===== config.mk =====
export PLATFORM = sky130hd
export DESIGN_NAME = imu_tilt_complementary_filter
export DESIGN_NICKNAME = d
export VERILOG_FILES = /design/src/rtl/core/ctf_pkg.sv /design/src/rtl/core/ctf_div.sv /design/src/rtl/core/ctf_sqrt.sv /design/src/rtl/core/ctf_cordic.sv /design/src/rtl/core/ctf_mul.sv /design/src/rtl/core/imu_tilt_complementary_filter.sv
export SDC_FILE = /design/constraint.sdc
export NUM_CORES = 2
export LEC_CHECK = 0
export BUFFER_PORTS_ARGS = -buffer_cell sky130_fd_sc_hd__buf_2
export CORE_MARGIN = 8
export CORE_UTILIZATION = 45
export DETAILED_ROUTE_END_ITERATION = 12
export HOLD_SLACK_MARGIN = 0.1
export PLACE_DENSITY_LB_ADDON = 0.1
export SLEW_MARGIN = 5
export SYNTH_ARGS = -nofsm -noshare
export SYNTH_HDL_FRONTEND = slang
export SYNTH_SLANG_ARGS = --single-unit

===== constraint.sdc =====
create_clock -name clk -period 28.6 [get_ports clk]
set_input_delay 5.72 -clock clk [delete_from_list [all_inputs] [get_ports clk]]
set_output_delay 5.72 -clock clk [all_outputs]
set_load 0.01 [all_outputs]

===== src/rtl/core/ctf_pkg.sv =====
// ----------------------------------------------------------------------------
// ctf_pkg
// Shared widths, defaults and the arctangent table of the tilt filter.
// ----------------------------------------------------------------------------
package ctf_pkg;

  localparam int SENSORS_DEF       = 2;
  localparam int CALIB_SAMPLES_DEF = 100;
  localparam int CORDIC_STEPS_DEF  = 16;

  localparam int CNT_W  = 7;   // calibration attempt counter
  localparam int SUM_W  = 24;  // calibration sums
  localparam int AX_W   = 16;  // raw sample fields
  localparam int ANG_W  = 24;  // output angles, 1/256 degree
  localparam int CIN_W  = 17;  // CORDIC operands
  localparam int FRAC_W = 24;  // CORDIC operand scaling
  localparam int CXY_W  = 45;  // CORDIC x/y datapath
  localparam int CZ_W   = 26;  // CORDIC angle, 1/65536 degree
  localparam int MA_W   = 17;  // serial multiplier, unsigned operand
  localparam int MB_W   = 48;  // serial multiplier, signed operand
  localparam int MP_W   = 65;  // serial multiplier, product
  localparam int SQ_W   = 32;  // radicand

  typedef enum logic [1:0] {
    ST_CAL_TAKEN = 2'd0,
    ST_CAL_DONE  = 2'd1,
    ST_ANGLES    = 2'd2,
    ST_FAIL      = 2'd3
  } status_t;

  function automatic logic signed [CZ_W-1:0] atan_entry(input logic [4:0] i);
    logic signed [CZ_W-1:0] v;
    case (i)
      5'd0:  v = CZ_W'(2949120);
      5'd1:  v = CZ_W'(1740967);
      5'd2:  v = CZ_W'(919879);
      5'd3:  v = CZ_W'(466945);
      5'd4:  v = CZ_W'(234379);
      5'd5:  v = CZ_W'(117304);
      5'd6:  v = CZ_W'(58666);
      5'd7:  v = CZ_W'(29335);
      5'd8:  v = CZ_W'(14668);
      5'd9:  v = CZ_W'(7334);
      5'd10: v = CZ_W'(3667);
      5'd11: v = CZ_W'(1833);
      5'd12: v = CZ_W'(917);
      5'd13: v = CZ_W'(458);
      5'd14: v = CZ_W'(229);
      5'd15: v = CZ_W'(115);
      5'd16: v = CZ_W'(57);
      5'd17: v = CZ_W'(29);
      5'd18: v = CZ_W'(14);
      5'd19: v = CZ_W'(7);
      5'd20: v = CZ_W'(4);
      5'd21: v = CZ_W'(2);
      5'd22: v = CZ_W'(1);
      default: v = '0;
    endcase
    return v;
  endfunction

endpackage


===== src/rtl/core/ctf_div.sv =====
// ----------------------------------------------------------------------------
// ctf_div
// Bit-serial signed division by a constant, truncating toward zero.
// ----------------------------------------------------------------------------
module ctf_div import ctf_pkg::*; #(
  parameter int DIVISOR = CALIB_SAMPLES_DEF
) (
  input  logic                    clk,
  input  logic                    rst,
  input  logic                    start,
  input  logic signed [SUM_W-1:0] dividend,
  output logic                    done,
  output logic signed [SUM_W-1:0] quot
);

  localparam int CW = $clog2(SUM_W);
  localparam logic [CNT_W:0] DIV_C = (CNT_W+1)'(DIVISOR);

  logic          busy;
  logic [CW-1:0] cnt;
  logic          neg;
  logic [SUM_W-1:0] num, q;
  logic [CNT_W:0]   rem, rem_sh, rem_next;
  logic             qbit;

  always_comb begin
    rem_sh = {rem[CNT_W-1:0], num[SUM_W-1]};
    qbit   = (rem_sh >= DIV_C);
    rem_next = qbit ? rem_sh - DIV_C : rem_sh;
  end

  assign quot = neg ? -$signed(q) : $signed(q);

  always_ff @(posedge clk) begin
    if (rst) begin
      busy <= 1'b0;
      done <= 1'b0;
    end else begin
      done <= 1'b0;
      if (start) begin
        busy <= 1'b1;
        cnt  <= '0;
        neg  <= dividend[SUM_W-1];
        num  <= dividend[SUM_W-1] ? -dividend : dividend;
        rem  <= '0;
      end else if (busy) begin
        rem <= rem_next;
        num <= num << 1;
        q   <= {q[SUM_W-2:0], qbit};
        cnt <= cnt + 1'b1;
        if (cnt == CW'(SUM_W-1)) begin
          busy <= 1'b0;
          done <= 1'b1;
        end
      end
    end
  end

endmodule


===== src/rtl/core/ctf_sqrt.sv =====
// ----------------------------------------------------------------------------
// ctf_sqrt
// Floor integer square root, one result bit per cycle.
// ----------------------------------------------------------------------------
module ctf_sqrt import ctf_pkg::*; (
  input  logic              clk,
  input  logic              rst,
  input  logic              start,
  input  logic [SQ_W-1:0]   radicand,
  output logic              done,
  output logic [SQ_W/2-1:0] root
);

  localparam int CW = $clog2(SQ_W/2);

  logic          busy;
  logic [CW-1:0] cnt;
  logic [SQ_W-1:0] v, r, bitm;
  logic [SQ_W:0]   trial;

  assign trial = {1'b0, r} + {1'b0, bitm};
  assign root  = r[SQ_W/2-1:0];

  always_ff @(posedge clk) begin
    if (rst) begin
      busy <= 1'b0;
      done <= 1'b0;
    end else begin
      done <= 1'b0;
      if (start) begin
        busy <= 1'b1;
        cnt  <= '0;
        v    <= radicand;
        r    <= '0;
        bitm <= SQ_W'(1) << (SQ_W-2);
      end else if (busy) begin
        if ({1'b0, v} >= trial) begin
          v <= v - trial[SQ_W-1:0];
          r <= (r >> 1) + bitm;
        end else begin
          r <= r >> 1;
        end
        bitm <= bitm >> 2;
        cnt  <= cnt + 1'b1;
        if (cnt == CW'(SQ_W/2-1)) begin
          busy <= 1'b0;
          done <= 1'b1;
        end
      end
    end
  end

endmodule


===== src/rtl/core/ctf_cordic.sv =====
// ----------------------------------------------------------------------------
// ctf_cordic
// Vectoring CORDIC atan2, one micro-rotation per cycle.
// ----------------------------------------------------------------------------
module ctf_cordic import ctf_pkg::*; #(
  parameter int STEPS = CORDIC_STEPS_DEF
) (
  input  logic                    clk,
  input  logic                    rst,
  input  logic                    start,
  input  logic signed [CIN_W-1:0] y_in,
  input  logic signed [CIN_W-1:0] x_in,
  output logic                    done,
  output logic signed [CZ_W-1:0]  z_out
);

  localparam int PAD = CXY_W - CIN_W - FRAC_W;
  localparam logic signed [CZ_W-1:0] Z90 = CZ_W'(90 * 65536);

  logic                    busy, zero;
  logic [4:0]              idx;
  logic signed [CXY_W-1:0] xr, yr, xs, ys, dx, dy;
  logic signed [CZ_W-1:0]  zr;

  assign xs = $signed({{PAD{x_in[CIN_W-1]}}, x_in, {FRAC_W{1'b0}}});
  assign ys = $signed({{PAD{y_in[CIN_W-1]}}, y_in, {FRAC_W{1'b0}}});
  assign dx = yr >>> idx;
  assign dy = xr >>> idx;
  // both operands zero: angle is zero
  assign z_out = zero ? '0 : zr;

  always_ff @(posedge clk) begin
    if (rst) begin
      busy <= 1'b0;
      done <= 1'b0;
    end else begin
      done <= 1'b0;
      if (start) begin
        busy <= 1'b1;
        idx  <= '0;
        zero <= (x_in == 0) && (y_in == 0);
        if (x_in < 0) begin
          if (y_in >= 0) begin
            zr <= Z90;
            xr <= ys;
            yr <= -xs;
          end else begin
            zr <= -Z90;
            xr <= -ys;
            yr <= xs;
          end
        end else begin
          zr <= '0;
          xr <= xs;
          yr <= ys;
        end
      end else if (busy) begin
        if (!yr[CXY_W-1]) begin
          xr <= xr + dx;
          yr <= yr - dy;
          zr <= zr + atan_entry(idx);
        end else begin
          xr <= xr - dx;
          yr <= yr + dy;
          zr <= zr - atan_entry(idx);
        end
        idx <= idx + 1'b1;
        if (idx == 5'(STEPS-1)) begin
          busy <= 1'b0;
          done <= 1'b1;
        end
      end
    end
  end

endmodule


===== src/rtl/core/ctf_mul.sv =====
// ----------------------------------------------------------------------------
// ctf_mul
// Shift-and-add multiplier, one bit of the unsigned operand per cycle.
// ----------------------------------------------------------------------------
module ctf_mul import ctf_pkg::*; (
  input  logic                   clk,
  input  logic                   rst,
  input  logic                   start,
  input  logic [MA_W-1:0]        a,
  input  logic signed [MB_W-1:0] b,
  output logic                   done,
  output logic signed [MP_W-1:0] p
);

  localparam int CW = $clog2(MA_W);

  logic                   busy;
  logic [CW-1:0]          cnt;
  logic [MA_W-1:0]        ar;
  logic signed [MP_W-1:0] br;

  always_ff @(posedge clk) begin
    if (rst) begin
      busy <= 1'b0;
      done <= 1'b0;
    end else begin
      done <= 1'b0;
      if (start) begin
        busy <= 1'b1;
        cnt  <= '0;
        ar   <= a;
        br   <= MP_W'(b);
        p    <= '0;
      end else if (busy) begin
        if (ar[0]) begin
          p <= p + br;
        end
        br  <= br <<< 1;
        ar  <= ar >> 1;
        cnt <= cnt + 1'b1;
        if (cnt == CW'(MA_W-1)) begin
          busy <= 1'b0;
          done <= 1'b1;
        end
      end
    end
  end

endmodule


===== src/rtl/core/imu_tilt_complementary_filter.sv =====
// ----------------------------------------------------------------------------
// imu_tilt_complementary_filter
// Per-sensor accelerometer calibration and pitch/roll complementary filter.
// ----------------------------------------------------------------------------
//  channel  | signals                  | content
//  ---------+--------------------------+---------------------------------------
//  s_axis   | s_tvalid/s_tready/...    | one sample transaction (calib/measure)
//  m_axis   | m_tvalid/m_tready/...    | one result transaction per sample
//  apb      | psel/penable/paddr/...   | blend_alpha 0x0, gyro_step_gain 0x4,
//           |                          | gravity_lsb 0x8
//
// One sample at a time. A calibration attempt that closes a round runs the
// bit-serial divider once per axis. A measurement is dominated by two
// CORDIC passes and six 17-bit serial multiplies. Reset is synchronous and
// clears the control, configuration and per-sensor state; no clearing pass
// follows. A stalled result holds in the output register; the next sample
// is taken meanwhile and waits for the slot at its end.
// ----------------------------------------------------------------------------
module imu_tilt_complementary_filter import ctf_pkg::*; #(
  parameter int SENSORS       = SENSORS_DEF,
  parameter int CALIB_SAMPLES = CALIB_SAMPLES_DEF,
  parameter int CORDIC_STEPS  = CORDIC_STEPS_DEF
) (
  input  logic        clk,
  input  logic        rst,
  input  logic        s_tvalid,
  output logic        s_tready,
  input  logic [79:0] s_tdata,  // accel_x, accel_y, accel_z, gyro_x, gyro_y
  input  logic [2:0]  s_tuser,  // req_type, sensor_id, read_ok
  output logic        m_tvalid,
  input  logic        m_tready,
  output logic [47:0] m_tdata,  // pitch_deg, roll_deg
  output logic [2:0]  m_tuser,  // out_sensor, status[1:0]
  input  logic        psel,
  input  logic        penable,
  input  logic        pwrite,
  input  logic [3:0]  paddr,
  input  logic [31:0] pwdata,
  output logic [31:0] prdata,
  output logic        pready
);

  localparam int SIDX_W = (SENSORS > 1) ? $clog2(SENSORS) : 1;
  localparam logic [1:0] REG_ALPHA = 2'd0;
  localparam logic [1:0] REG_GAIN  = 2'd1;
  localparam logic [1:0] REG_GRAV  = 2'd2;
  localparam logic signed [MP_W:0] SAT_HI = (MP_W+1)'(8388607);
  localparam logic signed [MP_W:0] SAT_LO = ~SAT_HI;
  localparam logic signed [MP_W:0] ROUND  = (MP_W+1)'(64'd1 << 30);

  typedef enum logic [3:0] {
    S_IDLE, S_DECODE, S_CAL_START, S_CAL_WAIT, S_SQ1, S_SQ2, S_SQ3,
    S_PWAIT, S_CROLL, S_RWAIT, S_RG, S_RGW, S_M1W, S_M2W, S_OUT
  } state_t;

  state_t state;

  // configuration
  logic [15:0] blend_alpha, gyro_step_gain;
  logic [14:0] gravity_lsb;
  logic        cfg_wr;

  assign pready = 1'b1;
  assign cfg_wr = psel && penable && pwrite;

  always_comb begin
    case (paddr[3:2])
      REG_ALPHA: prdata = {16'b0, blend_alpha};
      REG_GAIN:  prdata = {16'b0, gyro_step_gain};
      REG_GRAV:  prdata = {17'b0, gravity_lsb};
      default:   prdata = '0;
    endcase
  end

  always_ff @(posedge clk) begin
    if (rst) begin
      blend_alpha    <= 16'd32113;
      gyro_step_gain <= 16'd6404;
      gravity_lsb    <= 15'd16384;
    end else if (cfg_wr) begin
      case (paddr[3:2])
        REG_ALPHA: blend_alpha    <= pwdata[15:0];
        REG_GAIN:  gyro_step_gain <= pwdata[15:0];
        REG_GRAV:  gravity_lsb    <= pwdata[14:0];
        default: ;
      endcase
    end
  end

  // per-sensor state
  logic signed [SUM_W-1:0] calib_sum_x [SENSORS];
  logic signed [SUM_W-1:0] calib_sum_y [SENSORS];
  logic signed [SUM_W-1:0] calib_sum_z [SENSORS];
  logic [CNT_W-1:0]        calib_count [SENSORS];
  logic signed [AX_W-1:0]  offset_x [SENSORS];
  logic signed [AX_W-1:0]  offset_y [SENSORS];
  logic signed [AX_W-1:0]  offset_z [SENSORS];
  logic signed [ANG_W-1:0] pitch_store [SENSORS];
  logic signed [ANG_W-1:0] roll_store [SENSORS];

  // held sample
  logic it_type, it_sid, it_ok;
  logic signed [AX_W-1:0] it_ax, it_ay, it_az, it_gx, it_gy;
  logic [SIDX_W-1:0] sidx;
  logic              s_ok;

  assign sidx = SIDX_W'(it_sid);
  assign s_ok = int'(it_sid) < SENSORS;

  // working registers
  logic signed [AX_W-1:0]  cx, cy, cz;
  logic signed [SQ_W-1:0]  sq_y, sq_z;
  logic signed [CZ_W-1:0]  acc_p, acc_r;
  logic signed [MP_W-1:0]  m1;
  logic [1:0]              axis;
  logic                    ang, fsq, fcp;
  status_t                 res_status;
  logic signed [ANG_W-1:0] res_p, res_r;

  // calibration arithmetic
  logic [CNT_W-1:0]        cnt_new;
  logic signed [SUM_W-1:0] sum_x_n, sum_y_n, sum_z_n;

  always_comb begin
    cnt_new = calib_count[sidx] + 1'b1;
    sum_x_n = calib_sum_x[sidx] + SUM_W'(it_ax);
    sum_y_n = calib_sum_y[sidx] + SUM_W'(it_ay);
    sum_z_n = calib_sum_z[sidx] + SUM_W'(it_az);
  end

  // units
  logic                    div_start, div_done;
  logic signed [SUM_W-1:0] div_din, div_q;
  logic                    sqrt_start, sqrt_done;
  logic [SQ_W-1:0]         sqrt_din;
  logic [SQ_W/2-1:0]       sqrt_root;
  logic                    cord_start, cord_done;
  logic signed [CIN_W-1:0] cord_y, cord_x;
  logic signed [CZ_W-1:0]  cord_z;
  logic                    mul_start, mul_done;
  logic [MA_W-1:0]         mul_a;
  logic signed [MB_W-1:0]  mul_b;
  logic signed [MP_W-1:0]  mul_p;

  ctf_div #(.DIVISOR(CALIB_SAMPLES)) u_div (
    .clk(clk), .rst(rst), .start(div_start), .dividend(div_din),
    .done(div_done), .quot(div_q)
  );

  ctf_sqrt u_sqrt (
    .clk(clk), .rst(rst), .start(sqrt_start), .radicand(sqrt_din),
    .done(sqrt_done), .root(sqrt_root)
  );

  ctf_cordic #(.STEPS(CORDIC_STEPS)) u_cordic (
    .clk(clk), .rst(rst), .start(cord_start), .y_in(cord_y), .x_in(cord_x),
    .done(cord_done), .z_out(cord_z)
  );

  ctf_mul u_mul (
    .clk(clk), .rst(rst), .start(mul_start), .a(mul_a), .b(mul_b),
    .done(mul_done), .p(mul_p)
  );

  // blend arithmetic for the angle in progress
  logic [MA_W-1:0]         alpha_c, beta_c;
  logic signed [ANG_W-1:0] store_sel;
  logic signed [AX_W-1:0]  rate_sel;
  logic signed [CZ_W-1:0]  acc_sel;
  logic signed [MP_W:0]    vsum, vsh;
  logic signed [ANG_W-1:0] ang_new;

  always_comb begin
    alpha_c   = (blend_alpha > 16'd32768) ? MA_W'(32768) : MA_W'(blend_alpha);
    beta_c    = MA_W'(32768) - alpha_c;
    store_sel = ang ? roll_store[sidx] : pitch_store[sidx];
    rate_sel  = ang ? it_gy : it_gx;
    acc_sel   = ang ? acc_r : acc_p;
    vsum      = (MP_W+1)'(m1) + (MP_W+1)'(mul_p) + ROUND;
    vsh       = vsum >>> 31;
    if (vsh > SAT_HI) begin
      ang_new = ANG_W'(SAT_HI);
    end else if (vsh < SAT_LO) begin
      ang_new = ANG_W'(SAT_LO);
    end else begin
      ang_new = vsh[ANG_W-1:0];
    end
  end

  assign s_tready = (state == S_IDLE);

  always_ff @(posedge clk) begin
    if (rst) begin
      state      <= S_IDLE;
      m_tvalid   <= 1'b0;
      div_start  <= 1'b0;
      sqrt_start <= 1'b0;
      cord_start <= 1'b0;
      mul_start  <= 1'b0;
      for (int i = 0; i < SENSORS; i++) begin
        calib_sum_x[i] <= '0;
        calib_sum_y[i] <= '0;
        calib_sum_z[i] <= '0;
        calib_count[i] <= '0;
        offset_x[i]    <= '0;
        offset_y[i]    <= '0;
        offset_z[i]    <= '0;
        pitch_store[i] <= '0;
        roll_store[i]  <= '0;
      end
    end else begin
      div_start  <= 1'b0;
      sqrt_start <= 1'b0;
      cord_start <= 1'b0;
      mul_start  <= 1'b0;
      // S_OUT reloads the slot itself whenever it is taken
      if (m_tvalid && m_tready && state != S_OUT) begin
        m_tvalid <= 1'b0;
      end
      case (state)
        S_IDLE: begin
          if (s_tvalid) begin
            it_type <= s_tuser[0];
            it_sid  <= s_tuser[1];
            it_ok   <= s_tuser[2];
            it_ax   <= s_tdata[15:0];
            it_ay   <= s_tdata[31:16];
            it_az   <= s_tdata[47:32];
            it_gx   <= s_tdata[63:48];
            it_gy   <= s_tdata[79:64];
            state   <= S_DECODE;
          end
        end
        S_DECODE: begin
          res_p <= '0;
          res_r <= '0;
          if (!s_ok) begin
            // sensor out of range: report failure, touch nothing
            res_status <= ST_FAIL;
            state      <= S_OUT;
          end else if (!it_type) begin
            if (it_ok) begin
              calib_sum_x[sidx] <= sum_x_n;
              calib_sum_y[sidx] <= sum_y_n;
              calib_sum_z[sidx] <= sum_z_n;
            end
            calib_count[sidx] <= cnt_new;
            res_status <= it_ok ? ST_CAL_TAKEN : ST_FAIL;
            if (cnt_new >= CNT_W'(CALIB_SAMPLES)) begin
              res_status <= ST_CAL_DONE;
              axis       <= 2'd0;
              state      <= S_CAL_START;
            end else begin
              state <= S_OUT;
            end
          end else if (!it_ok) begin
            // failed measurement: hand back the held angles
            res_status <= ST_FAIL;
            res_p      <= pitch_store[sidx];
            res_r      <= roll_store[sidx];
            state      <= S_OUT;
          end else begin
            cx    <= it_ax - offset_x[sidx];
            cy    <= it_ay - offset_y[sidx];
            cz    <= it_az - offset_z[sidx];
            state <= S_SQ1;
          end
        end
        S_CAL_START: begin
          case (axis)
            2'd0:    div_din <= calib_sum_x[sidx];
            2'd1:    div_din <= calib_sum_y[sidx];
            default: div_din <= calib_sum_z[sidx];
          endcase
          div_start <= 1'b1;
          state     <= S_CAL_WAIT;
        end
        S_CAL_WAIT: begin
          if (div_done) begin
            case (axis)
              2'd0:    offset_x[sidx] <= div_q[AX_W-1:0];
              2'd1:    offset_y[sidx] <= div_q[AX_W-1:0];
              default: offset_z[sidx] <= div_q[AX_W-1:0] - AX_W'(gravity_lsb);
            endcase
            if (axis == 2'd2) begin
              calib_sum_x[sidx] <= '0;
              calib_sum_y[sidx] <= '0;
              calib_sum_z[sidx] <= '0;
              calib_count[sidx] <= '0;
              state             <= S_OUT;
            end else begin
              axis  <= axis + 1'b1;
              state <= S_CAL_START;
            end
          end
        end
        S_SQ1: begin
          sq_y  <= cy * cy;
          state <= S_SQ2;
        end
        S_SQ2: begin
          sq_z  <= cz * cz;
          state <= S_SQ3;
        end
        S_SQ3: begin
          // magnitude and pitch CORDIC run side by side
          sqrt_din   <= SQ_W'(sq_y) + SQ_W'(sq_z);
          sqrt_start <= 1'b1;
          cord_y     <= CIN_W'(cy);
          cord_x     <= CIN_W'(cz);
          cord_start <= 1'b1;
          fsq        <= 1'b0;
          fcp        <= 1'b0;
          state      <= S_PWAIT;
        end
        S_PWAIT: begin
          fsq <= fsq | sqrt_done;
          fcp <= fcp | cord_done;
          if ((fsq | sqrt_done) && (fcp | cord_done)) begin
            state <= S_CROLL;
          end
        end
        S_CROLL: begin
          acc_p      <= cord_z;
          cord_y     <= -CIN_W'(cx);
          cord_x     <= $signed({1'b0, sqrt_root});
          cord_start <= 1'b1;
          state      <= S_RWAIT;
        end
        S_RWAIT: begin
          if (cord_done) begin
            acc_r <= cord_z;
            ang   <= 1'b0;
            state <= S_RG;
          end
        end
        S_RG: begin
          mul_a     <= MA_W'(gyro_step_gain);
          mul_b     <= MB_W'(rate_sel);
          mul_start <= 1'b1;
          state     <= S_RGW;
        end
        S_RGW: begin
          if (mul_done) begin
            mul_a     <= alpha_c;
            mul_b     <= MB_W'($signed({store_sel, 16'b0})) + $signed(mul_p[MB_W-1:0]);
            mul_start <= 1'b1;
            state     <= S_M1W;
          end
        end
        S_M1W: begin
          if (mul_done) begin
            m1        <= mul_p;
            mul_a     <= beta_c;
            mul_b     <= MB_W'($signed({acc_sel, 8'b0}));
            mul_start <= 1'b1;
            state     <= S_M2W;
          end
        end
        S_M2W: begin
          if (mul_done) begin
            if (!ang) begin
              pitch_store[sidx] <= ang_new;
              res_p             <= ang_new;
              ang               <= 1'b1;
              state             <= S_RG;
            end else begin
              roll_store[sidx] <= ang_new;
              res_r            <= ang_new;
              res_status       <= ST_ANGLES;
              state            <= S_OUT;
            end
          end
        end
        S_OUT: begin
          // hold until the output slot is free
          if (!m_tvalid || m_tready) begin
            m_tvalid <= 1'b1;
            m_tdata  <= {res_r, res_p};
            m_tuser  <= {res_status, it_sid};
            state    <= S_IDLE;
          end
        end
        default: state <= S_IDLE;
      endcase
    end
  end

endmodule


# Word level (Yosys, flattened, before mapping)
# Memory sizes are Yosys's and may differ from the RTL's. A register that Yosys moved wholly into a read port is not among the register bits.
# Index checks and enable logic that the tools add are counted.
word_totals:
  output_inout_bits: 86
  mem_count: 11
  mem_bits_rw: 350
  in_bits: 126
  mem_bits_ro: 1408
  latch_bits: 0
  ff_bits: 1048
classes:
  add_sub_neg: 34
  multipliers: 2
  eq_ne: 37
  div_mod_pow: 0
  n_lt_le_gt_ge: 8
  reduce_logical: 72
  bitwise: 12
  muxes: 212
  n_shift: 2
mem_list:
  columns: ["memory", "depth", "word_bits", "read_ports", "rd_clocked_by_memory_dff", "wr", "line", "rtl"]
  rows:
  - ["(name not given)", 32, 22, 1, 1, 0, "ctf_pkg.sv:33", "case (i)"]
  - ["(name not given)", 32, 22, 1, 1, 0, "ctf_pkg.sv:33", null]
  - ["calib_sum_x", 2, 24, 1, 1, 2, "imu_tilt_complementary_filter.sv:91", "logic signed [SUM_W-1:0] calib_sum_x [SENSORS];"]
  - ["calib_sum_y", 2, 24, 1, 1, 2, "imu_tilt_complementary_filter.sv:92", "logic signed [SUM_W-1:0] calib_sum_y [SENSORS];"]
  - ["calib_sum_z", 2, 24, 1, 1, 2, "imu_tilt_complementary_filter.sv:93", "logic signed [SUM_W-1:0] calib_sum_z [SENSORS];"]
  - ["pitch_store", 2, 24, 1, 1, 2, "imu_tilt_complementary_filter.sv:98", "logic signed [ANG_W-1:0] pitch_store [SENSORS];"]
  - ["5 more memories", null, null, null, null, null, null, null]
op_table:
  columns: ["operator", "count"]
  rows:
  - ["24-bit two-way mux", 22]
  - ["45-bit two-way mux", 10]
  - ["26-bit two-way mux", 15]
  - ["65-bit two-way mux", 4]
  - ["32-bit two-way mux", 5]
  - ["24-bit case mux with 2 select lines", 3]
  - ["48-bit case mux with 3 select lines", 1]
  - ["24-bit OR reduction", 5]
  - ["16-bit two-way mux", 6]
  - ["48-bit two-way mux", 2]
  - ["1-bit two-way mux", 93]
  - ["45-bit adder", 2]
  - ["41-bit negation with 45-bit output", 2]
  - ["45-bit by 5-bit >>> shifter with 45-bit output", 2]
  - ["45-bit subtractor", 2]
  - ["24-bit by 16-bit adder with 24-bit output", 3]
  - ["17-bit two-way mux", 4]
  - ["17-bit case mux with 2 select lines", 2]
  - ["65-bit by 65-bit adder with 66-bit output", 1]
  - ["66-bit by 32-bit adder with 66-bit output (second input constant)", 1]
  - ["65-bit adder", 1]
  - ["32-bit zero test", 2]
  - ["16-bit by 16-bit multiplier with 32-bit output", 2]
  - ["4-bit case mux with 15 select lines", 1]
  - ["other kinds (67)", 188]

# Longest topological paths before layout
depth:
  word_depth: 9
  mapped_depth: 32

# Hierarchy
# From an unflattened synthesis, not the netlist that was laid out.
hier_totals:
  hier_cells: 10998
  area_unflattened_um2: 111949.9
modules_own_cells:
  columns: ["mod", "area_per_inst_um2", "cells_per_inst", "n_inst", "seq_area_each_um2"]
  rows:
  - ["imu_tilt_complementary_filter", 68862.3, 6262, 1, 28797.6]
  - ["ctf_cordic", 22353.9, 2667, 1, 4144.0]
  - ["ctf_mul", 9814.4, 924, 1, 4604.4]
  - ["ctf_sqrt", 7349.5, 819, 1, 2562.5]
  - ["ctf_div", 3569.7, 326, 1, 1871.8]

# Worst setup path after synthesis
# Ideal clock, no wire load.
synth_path:
  path_type: "input -> register"
  from: "input port rst"
  to: "register (tool-made name)"
  setup_slack_ps: 15379
  stages: 4
  arrival_ps: 13132
  path_buffers: 2
  cell_sequence: "clkbuf_1 clkbuf_1 nor3b_1 mux2_2"
synth_rtl:
  columns: ["element", "line", "rtl"]
  rows:
  - ["start, declared", "imu_tilt_complementary_filter.sv:25", "input logic rst,"]

# Worst setup path in the final report
layout_path:
  from: "input port paddr[2]"
  to: "output port prdata[13]"
layout_via:
  elab_chain_cells: 2
  elab_cells_between_ends: 4
  classes_between: "2 x eq/ne; 1 x mux; 1 x reduce/logical"
layout_lines:
  columns: ["element", "line", "rtl"]
  rows:
  - ["start, declared", "imu_tilt_complementary_filter.sv:37", "input logic [3:0] paddr,"]
  - ["2-bit equality test, or another cell as far along", "imu_tilt_complementary_filter.sv:67", "case (paddr[3:2])"]
  - ["16-bit case mux with 3 select lines (*)", "imu_tilt_complementary_filter.sv:67", null]
  - ["end, declared", "imu_tilt_complementary_filter.sv:39", "output logic [31:0] prdata,"]
# Every way passes the cells marked *; elsewhere a longest branch is shown, timed or not.

==> results.yml <==
run_status:
  outcome: "finished, final reports clean"
setup_path:
  reg2reg_from: "u_cordic.idx[0]"
  end_kind: "primary output"
  ff2ff_setup_slack_ns: 19.59
  crit_path_cell_trace: "buf_2 -> nor2b_1 -> nand2_1 -> o21ai_0 -> buf_2"
  crit_path_start_kind: "input pin"
  critPathLaunch: "paddr[2]"
  critical_path.max_stage_delay_ns: 0.93
  worst_r2r_path_depth: 25
  critical_path.slowest_cell: "nor2b_1"
  critical_path.most_common_cell: "buf_2"
  endpoint_of_the_lowest_slack_register_to_register_path: "u_cordic.yr[41]"
  timing.critical_path.arrival_ns: 7.90
  crit_type: "in2out"
  path_max_fanout: 22
  critical_path_end: "prdata[13]"
  timing.critical_path.required_ns: 22.88
yosys:
  synth-compound-area-share: 0.125
  dominant_combinational_cell_family_by_area_after_synthesis: "adder cells"
  sequential_area_share_after_synthesis: 0.388
  synth_simple_gate_area_frac: 0.128
  synth_largest_type_area_fraction: 0.371
  muxShareOfSynthArea: 0.0737
  postSynth.asyncResetShare: 0
  post_synth_inst_count: 10500
  synth_enable_flop_cells: 1332
  syn-cell-area_sq_um: 108000
  yosysWarnings: 0
  postSynthRegisterBits: 1419
  avgSynthCellArea_sq_um: 10.2
  synth_xor_xnor_area_share: 0.0563
  synth.largest_area_cell: "edfxtp_1"
  synth_adder_area_share: 0.179
  synthFlopType: "edfxtp_1"
  synth_cell_type_count: 104
  netlist_top_cells_area: "edfxtp_1 (37%), ha_1 (9.0%), fa_1 (8.9%), nor2_1 (3.6%), inv_1 (3.3%)"
cells_and_area:
  area_growth_syn_to_layout_pct: 8.93
  nets: 11900
  most_common_cell_after_layout_fill_and_taps_aside: "edfxtp_1"
  seq_area_sq_um: 41800
  finalNonFillerCells: 13900
  multi_input_comb_area_sq_um: 60800
  most-common-layout-cells: "edfxtp_1 (1332), nor2_1 (1015), inv_1 (956), nand2_1 (904), ha_1 (771)"
  layout.filler_cells: 21800
  layout-drive-gt1-share: 0.0983
pwr:
  cellInternalPower_mw: 6.42
  clock_power_share: 0.195
  power.switching_fraction: 0.407
  p_seq_frac: 0.268
  power.combinational.fraction: 0.537
  p_sw_mw: 4.41
  peakVddDrop_uv: 173
  power-per-cell-area_nw_per_um2: 92.3
  total_leakage_power_nw: 48.1
timing:
  timing_max_transition_violations_final: 0
  setup_repair_after_global_routing_missed_its_margin: "false"
  slew_headroom: 0.104
  timing_hold_violations_final: 0
  period_minus_slack_ns: 13.62
  timing.final.setup_violations: 0
  fmax_mhz: 73.4
  fin_crit_sh: 0.476
  fin_worst_skew_ns: 0.0611
  finalSetupTns_ns: 0
  tightest_slew_ns: 1.33
global_routing:
  grt_antenna_before_repair: 7
  grt_first_pass_wirelength_um: 462000
  total_gr_overflow: 0
  grt_busiest_layer: "met2"
  grtUsageMet1: 0.300
  first_global_vias: 78900
  grt.met3_usage: 0.0281
  grt_start_max_net_pins: 95
  gr-usage-met2: 0.391
  global_route.usage.total: 0.229
drt:
  wire_per_inst_um: 21.7
  vias: 79300
  drt_antenna_net_count: 0
  number_of_design_rule_violations_left_by_the_first_detailed_router_iteration: 5740
  drtPass1Iterations: 7
  avgViaCountPerCell: 5.71
  drc_errors: 0
  wl_um: 301000
cts:
  cts.sinks: 1419
  cts-htree-levels: 4
  worstSkewPairLatency_ns: 0.82
  cts_max_path_buffers: 3
  clockRootBuffer: "clkbuf_16"
  cts_tree: "built"
  postCtsHoldBufs: 0
  cts_made_buffers: 165
  cts_resized: 0
  clk_transition_reported_paths_ns: 0.06
  number_of_buffers_inserted_to_repair_setup_after_cts: 0
place:
  post_place_cells: 13600
  detailedPlacementHpwl_um: 231000
  routability_driven_placement_congestion_ratio: 0.910
  port_buffers: 176
die:
  io_pins: 212
  initial_core_util: 0.453
  die-area_sq_um: 255000
  die_width_um: 505
  fp.dieH_um: 505
  floorplan.rows: 179
  core_sq_um: 238000
flow_run:
  maxCapViolCount: 0
hold_path:
  hold_class: "reg2reg"
-- kinds of logic (layout without fill, tap and decap cells) --
kind of cell               Yosys count  after routing
adders and majority gates         1251           1251
buffers and inverters             1393           1557
AOI/OAI and AO/OA                 2150           2150
other                                2             40
xor gates and xnor gates           688            688
muxes                              598            598
and+or+nand+nor                   3007           3007
DFF                               1419           1419
-- registers in the layout, summed over array words and instances (netlist names), 45 cells and up, named ones only --
register     cells
calib_sum_z     48
u_mul.br        65
roll_store      48
m_tdata         48
calib_sum_x     48
m1              65
calib_sum_y     48
u_cordic.xr     45
u_cordic.yr     45
pitch_store     48
u_mul.p         65
mul_b           48
-- stage by stage --
stage / util / power, mW / hold WS, ns / setup WS (ns) / instance area [sq um]
finish: 0.493 / 10.8 / 0.417 / 14.98 / 117000
global route: 0.493 / 11.7 / 0.420 / 14.89 / 117000
CTS: 0.493 / 10.9 / 0.418 / 15.00 / 117000
detailed placement: 0.471 / 8.77 / 0.405 / 15.01 / 112000
global placement: 0.471 / 8.69 / 0.401 / 14.96 / 112000
floorplan: - / 7.36 / 0.400 / 15.38 / 108000
-- worst max-delay path: cells and delay by family --
family,cells,cell delay [ns]
AND/OR/NAND/NOR,2,1.04
buffers and inverters,2,0.68
AO/OA/AOI/OAI,1,0.45
-- power by group through the flow --
stage	clock network (mW)	logic, mW	registers (mW)
6_report	2.11	5.82	2.90
5_1_grt	2.23	6.57	2.92
4_1_cts	2.16	5.87	2.90
3_5_place_dp	0	5.83	2.94
3_3_place_gp	0	5.75	2.94
2_1_floorplan	0	4.50	2.87
-- cells in the mapped netlist, drive strengths merged (51+ instances only) --
cell type,count
and2,143
nand2b,90
nor2,1026
o21a,69
a211oi,65
mux2,267
edfxtp,1332
ha,771
xnor2,388
o21bai,85
nor3,174
o31ai,51
mux2i,205
xor2,298
or3,57
dfxtp,87
nor2b,135
nand2,906
nand3,144
and3,64
o21ai,497
fa,480
mux4,126
buf,100
nand4,115
a21oi,670
a31oi,83
inv,961
a21o,212
clkbuf,331
o211ai,62
-- worst min-delay path by stage --
stage / from / end / slack, ns / cells after the start
2_1_floorplan: res_p[0] / m_tdata[0] / 0.40 / 0
3_3_place_gp: res_p[1] / m_tdata[1] / 0.40 / 0
4_1_cts: res_r[6] / m_tdata[30] / 0.42 / 0
6_report: res_r[7] / m_tdata[31] / 0.42 / 0
5_1_grt: res_r[7] / m_tdata[31] / 0.42 / 0
3_5_place_dp: res_r[0] / m_tdata[24] / 0.40 / 0
-- layer usage --
metal | vias up | part of all wire
li1 | 37500 | -
met1 | 39300 | 0.43
met2 | 2042 | 0.48
met3 | 458 | 0.049
met4 | 0 | 0.039
met5 | - | 0
-- area by class of cell --
cell class,instances,area share
Multi-Input combinational cell,7711,0.518
Sequential cell,1419,0.356
Clock buffer,203,0.0369
Tap cell,3167,0.0338
Inverter,962,0.0308
Timing Repair Buffer,294,0.0151
Clock inverter,98,0.00848
Antenna cell,23,0.000491
Note: power is estimated with default switching activity, not from simulation.
